--- src/rtl/rsi_pkg.sv ---
// Shared constants and types for the ray-sphere intersection pipeline.
`timescale 1ns / 1ps
package rsi_pkg;

  localparam int COORD_WIDTH_DEF = 32;
  localparam int FRAC_BITS_DEF   = 16;
  // width of one partial-product operand in the pipelined multipliers
  localparam int MUL_CHUNK       = 32;

  typedef enum logic [1:0] {
    ST_HIT      = 2'd0,
    ST_MISS     = 2'd1,
    ST_ZERO_DIR = 2'd2
  } status_t;

  // control leaving a divider lane
  typedef struct packed {
    logic    valid;
    logic    sat;
    status_t status;
  } div_ctl_t;

endpackage

--- src/rtl/rsi_mul.sv ---
// Two-stage unsigned multiplier built from registered 32x32 partial products.
`timescale 1ns / 1ps
module rsi_mul
  import rsi_pkg::*;
#(
  parameter int AW = 32,
  parameter int BW = 32
) (
  input  logic             clk,
  input  logic             en,
  input  logic [AW-1:0]    a,
  input  logic [BW-1:0]    b,
  output logic [AW+BW-1:0] p
);

  localparam int NA = (AW + MUL_CHUNK - 1) / MUL_CHUNK;
  localparam int NB = (BW + MUL_CHUNK - 1) / MUL_CHUNK;
  localparam int AP = NA * MUL_CHUNK;
  localparam int BP = NB * MUL_CHUNK;
  localparam int SW = AP + BP;
  localparam int PW = AW + BW;

  logic [AP-1:0]          a_ext;
  logic [BP-1:0]          b_ext;
  logic [2*MUL_CHUNK-1:0] pp_r [NA*NB];
  logic [SW-1:0]          sum;
  logic [PW-1:0]          p_r;

  assign a_ext = AP'(a);
  assign b_ext = BP'(b);

  // form every chunk product
  always_ff @(posedge clk) begin
    if (en) begin
      for (int i = 0; i < NA; i++) begin
        for (int j = 0; j < NB; j++) begin
          pp_r[i*NB+j] <= a_ext[i*MUL_CHUNK +: MUL_CHUNK] * b_ext[j*MUL_CHUNK +: MUL_CHUNK];
        end
      end
    end
  end

  // align and add the partial products
  always_comb begin
    sum = '0;
    for (int i = 0; i < NA; i++) begin
      for (int j = 0; j < NB; j++) begin
        sum = sum + (SW'(pp_r[i*NB+j]) << (MUL_CHUNK * (i + j)));
      end
    end
  end

  always_ff @(posedge clk) begin
    if (en) begin
      p_r <= sum[PW-1:0];
    end
  end

  assign p = p_r;

endmodule

--- config.mk ---
export PLATFORM = sky130hd
export DESIGN_NAME = rsi_mul
export DESIGN_NICKNAME = d
export VERILOG_FILES = /design/src/rtl/rsi_pkg.sv /design/src/rtl/rsi_mul.sv
export SDC_FILE = /design/constraint.sdc
export NUM_CORES = 2
export LEC_CHECK = 0
export BUFFER_PORTS_ARGS = -buffer_cell sky130_fd_sc_hd__buf_2
export CAP_MARGIN = 15
export CORE_ASPECT_RATIO = 0.75
export CORE_MARGIN = 10
export CORE_UTILIZATION = 50
export CTS_CLUSTER_DIAMETER = 200
export DETAILED_ROUTE_END_ITERATION = 10
export GPL_ROUTABILITY_DRIVEN = 0
export PLACE_DENSITY = 0.74
export SLEW_MARGIN = 40
export SYNTH_ARGS = -nofsm -noshare
export SYNTH_HDL_FRONTEND = slang
export SYNTH_SLANG_ARGS = --single-unit
--- constraint.sdc ---
create_clock -name clk -period 10 [get_ports clk]
set_clock_uncertainty 0.1 [all_clocks]
set_input_delay 1.5 -clock clk [delete_from_list [all_inputs] [get_ports clk]]
set_output_delay 1.5 -clock clk [all_outputs]
set_load 0.005 [all_outputs]
==> results_dict.tcl <==
set metrics [dict create \
    wl_met3_mm 13.03 \
    cts_tree "built" \
    wl_met1_mm 40.85 \
    area_growth_pct 6.108 \
    clock.fmax_mhz 104.2 \
    grt_usage_pct 24.21 \
    ios 130 \
    tightest_slew_ns 0.8681 \
    required_ns 10.10 \
    preCtsSetupSlack_ns 0.02431 \
    path_clk_slew_ns 0.07 \
    route.vias.total 25980 \
    ctsRootBufferMaster "clkbuf_16" \
    overflow 0 \
    hold_violations 0 \
    synth_flop_cell "edfxtp_1" \
    highest_layer "met5" \
    antenna_found_initial 6 \
    synth_area_leaders "fa_1 48%, edfxtp_1 10%, and2_1 10%" \
    core_area_mm2 0.07349 \
    nFillCells 6425 \
    grt_pass1_vias 28250 \
    fin_crit_ns 9.600 \
    synth.net_count 5016 \
    synth_area_mm2 0.03710 \
    drc 0 \
    clkLatencyLatePin_ns 0.46 \
    syn_area_per_cell_um2 9.786 \
    dp_hpwl_mm 82.32 \
    fin_crit_sh_pct 96.00 \
    synth_edf_count 128 \
    status "finished, final reports clean" \
    synth-compound-area-share_pct 3.582 \
    tns_ns 0 \
    cp_max_fo 21 \
    ys_ff_latch 128 \
    layout_setup_ws_ns 0.4000 \
    first_iter_violations 1995 \
    rsz0062_at_grt "false" \
    initial_utilization_pct 50.48 \
    cts_sinks 128 \
    yosys.area.top_type "fa_1" \
    layout.nets 5039 \
    slew-limit-headroom_pct 42.12 \
    final_cell_mix "896 x fa_1, 861 x inv_1, 599 x and2_1" \
    drtAntennaViolNets 0 \
    endpoint_kind "register" \
    synth_top_area_share_pct 48.35 \
    grt_first_pass_wirelength_mm 159.9 \
    dr_wl_met2_mm 43.78 \
    yosys.area_share.simple_pct 16.24 \
    synth_top_family_by_area "adder cells" \
    yosysWarnings 0 \
    ys_async_sr_fraction_pct 0 \
    fp.dieH_um 255.9 \
    final_max_slew_viol_count 0 \
    cp-start-kind "primary input" \
    first_pass_iters 7 \
    fin_util_pct 53.56 \
    rows 86 \
    synthAdderAreaFrac_pct 57.22 \
    setup_viol 0 \
    hold_buffers 0 \
    final_common_cell "fa_1" \
    dieWidth_um 334.5 \
    synth-seq-area-share_pct 10.36 \
    grt_max_degree 67 \
    post_cts_buffers 0 \
    drive_gt1_share_pct 6.977 \
    synth_cell_type_count 71 \
    syn_inst 3791 \
    totalWireLength_mm 101.0 \
    vias_per_cell 5.413 \
    cts_made_buffers 17 \
    hold_class "reg -> reg" \
    worstPathArrival_ns 9.70 \
    clockBufferDepth 2 \
    cts_resized 0 \
    h-tree-depth 4 \
    path_class "in -> reg" \
    synth.area.mux_share_pct 0.02698 \
    io_buffer_count 129 \
    drv_cap 0 \
    synth-xor-area-share_pct 1.464 \
    wl_per_cell_um 21.04 \
    die_area_mm2 0.08561 \
]
synth_stat cells, types with 2 or more instances:
cell type  number
fa_1          896
inv_1         861
and2_1        599
nand2_1       473
ha_1          263
clkbuf_1      204
edfxtp_1      128
a21oi_1        65
o21ai_0        36
xnor2_1        35
a21o_1         32
nor2_1         31
xor2_1         27
nand4_1        18
a31oi_1        15
nand3_1        10
o21bai_1        9
and3_1          8
nor3_1          7
a211oi_1        4
buf_4           4
o21a_1          4
o21ai_1         4
clkbuf_8        3
nand2b_1        3
nor2b_1         3
a211o_1         2
a21o_2          2
a221oi_1        2
o31ai_1         2
sequential cells by signal, indices dropped and copies added, names as in the netlist:
register and count:
p 64, pp_r 64
final cells by class:
type | instances | area, um^2 | share of cell area (%)
inverter | 861 | 3232 | 8.210
sequential | 128 | 3844 | 9.764
clock inverter | 14 | 157.7 | 0.4005
clock buffer | 18 | 429.2 | 1.090
multi-input combinational | 2588 | 29130 | 74.01
antenna | 4 | 10.01 | 0.02543
timing repair buffer | 218 | 1349 | 3.426
tap | 968 | 1211 | 3.077
final timing paths:
kind / start / to / slack [ns] / cells after the start
max reg2reg: pp_r[0][27]$_DFFE_PP_ / p[27]$_DFFE_PP_ / 9.17 / 0
max: a[15] / pp_r[0][60]$_DFFE_PP_ / 0.40 / 24
min reg2reg: pp_r[0][48]$_DFFE_PP_ / p[48]$_DFFE_PP_ / 0.30 / 0
min: pp_r[0][48]$_DFFE_PP_ / p[48]$_DFFE_PP_ / 0.30 / 0
layer usage:
metal  GRT usage (%)  vias up
met1           32.43    13340
met3           9.182      171
met5          0.8046        -
met4           8.190        4
li1                -    11130
met2           35.69     1324
metrics by stage:
step	hold WS, ns	area (um^2)	instances
5_1_grt	0.3048	39370	4799
3_3_place_gp	0.3014	38760	4763
6_report	0.3050	39370	4799
3_5_place_dp	0.3045	38760	4763
2_1_floorplan	0.3003	37100	3791
4_1_cts	0.2993	39350	4795
cell families (layout without fill, tap and decap cells):
group,Yosys count,in the layout
multiplexers,1,1
adder cells (fa/ha/maj),1159,1159
flip-flops,128,128
XOR/XNOR,62,62
buffers and inverters,1075,1111
AND/OR/NAND/NOR,1164,1164
AO/OA/AOI/OAI,202,202
other,0,4
critical path, cell delays in order:
cell      delay (ns)
buf_2           0.66
and2_1          0.25
fa_1            0.45
fa_1            0.54
inv_1           0.06
fa_1            0.48
fa_1            0.56
inv_1           0.06
fa_1            0.56
fa_1            0.43
fa_1            0.52
fa_1            0.42
ha_1            0.38
nand2_1         0.19
nor2_1          0.08
a211o_2         0.37
a2111o_1        0.44
a32oi_1         0.36
buf_4           0.19
a31oi_1         0.16
a221o_1         0.40
a221oi_1        0.33
o21ai_1         0.11
xor2_1          0.15
Power is not shown: default switching activity piles up to over one toggle a cycle in this logic, so the estimate is an artifact.
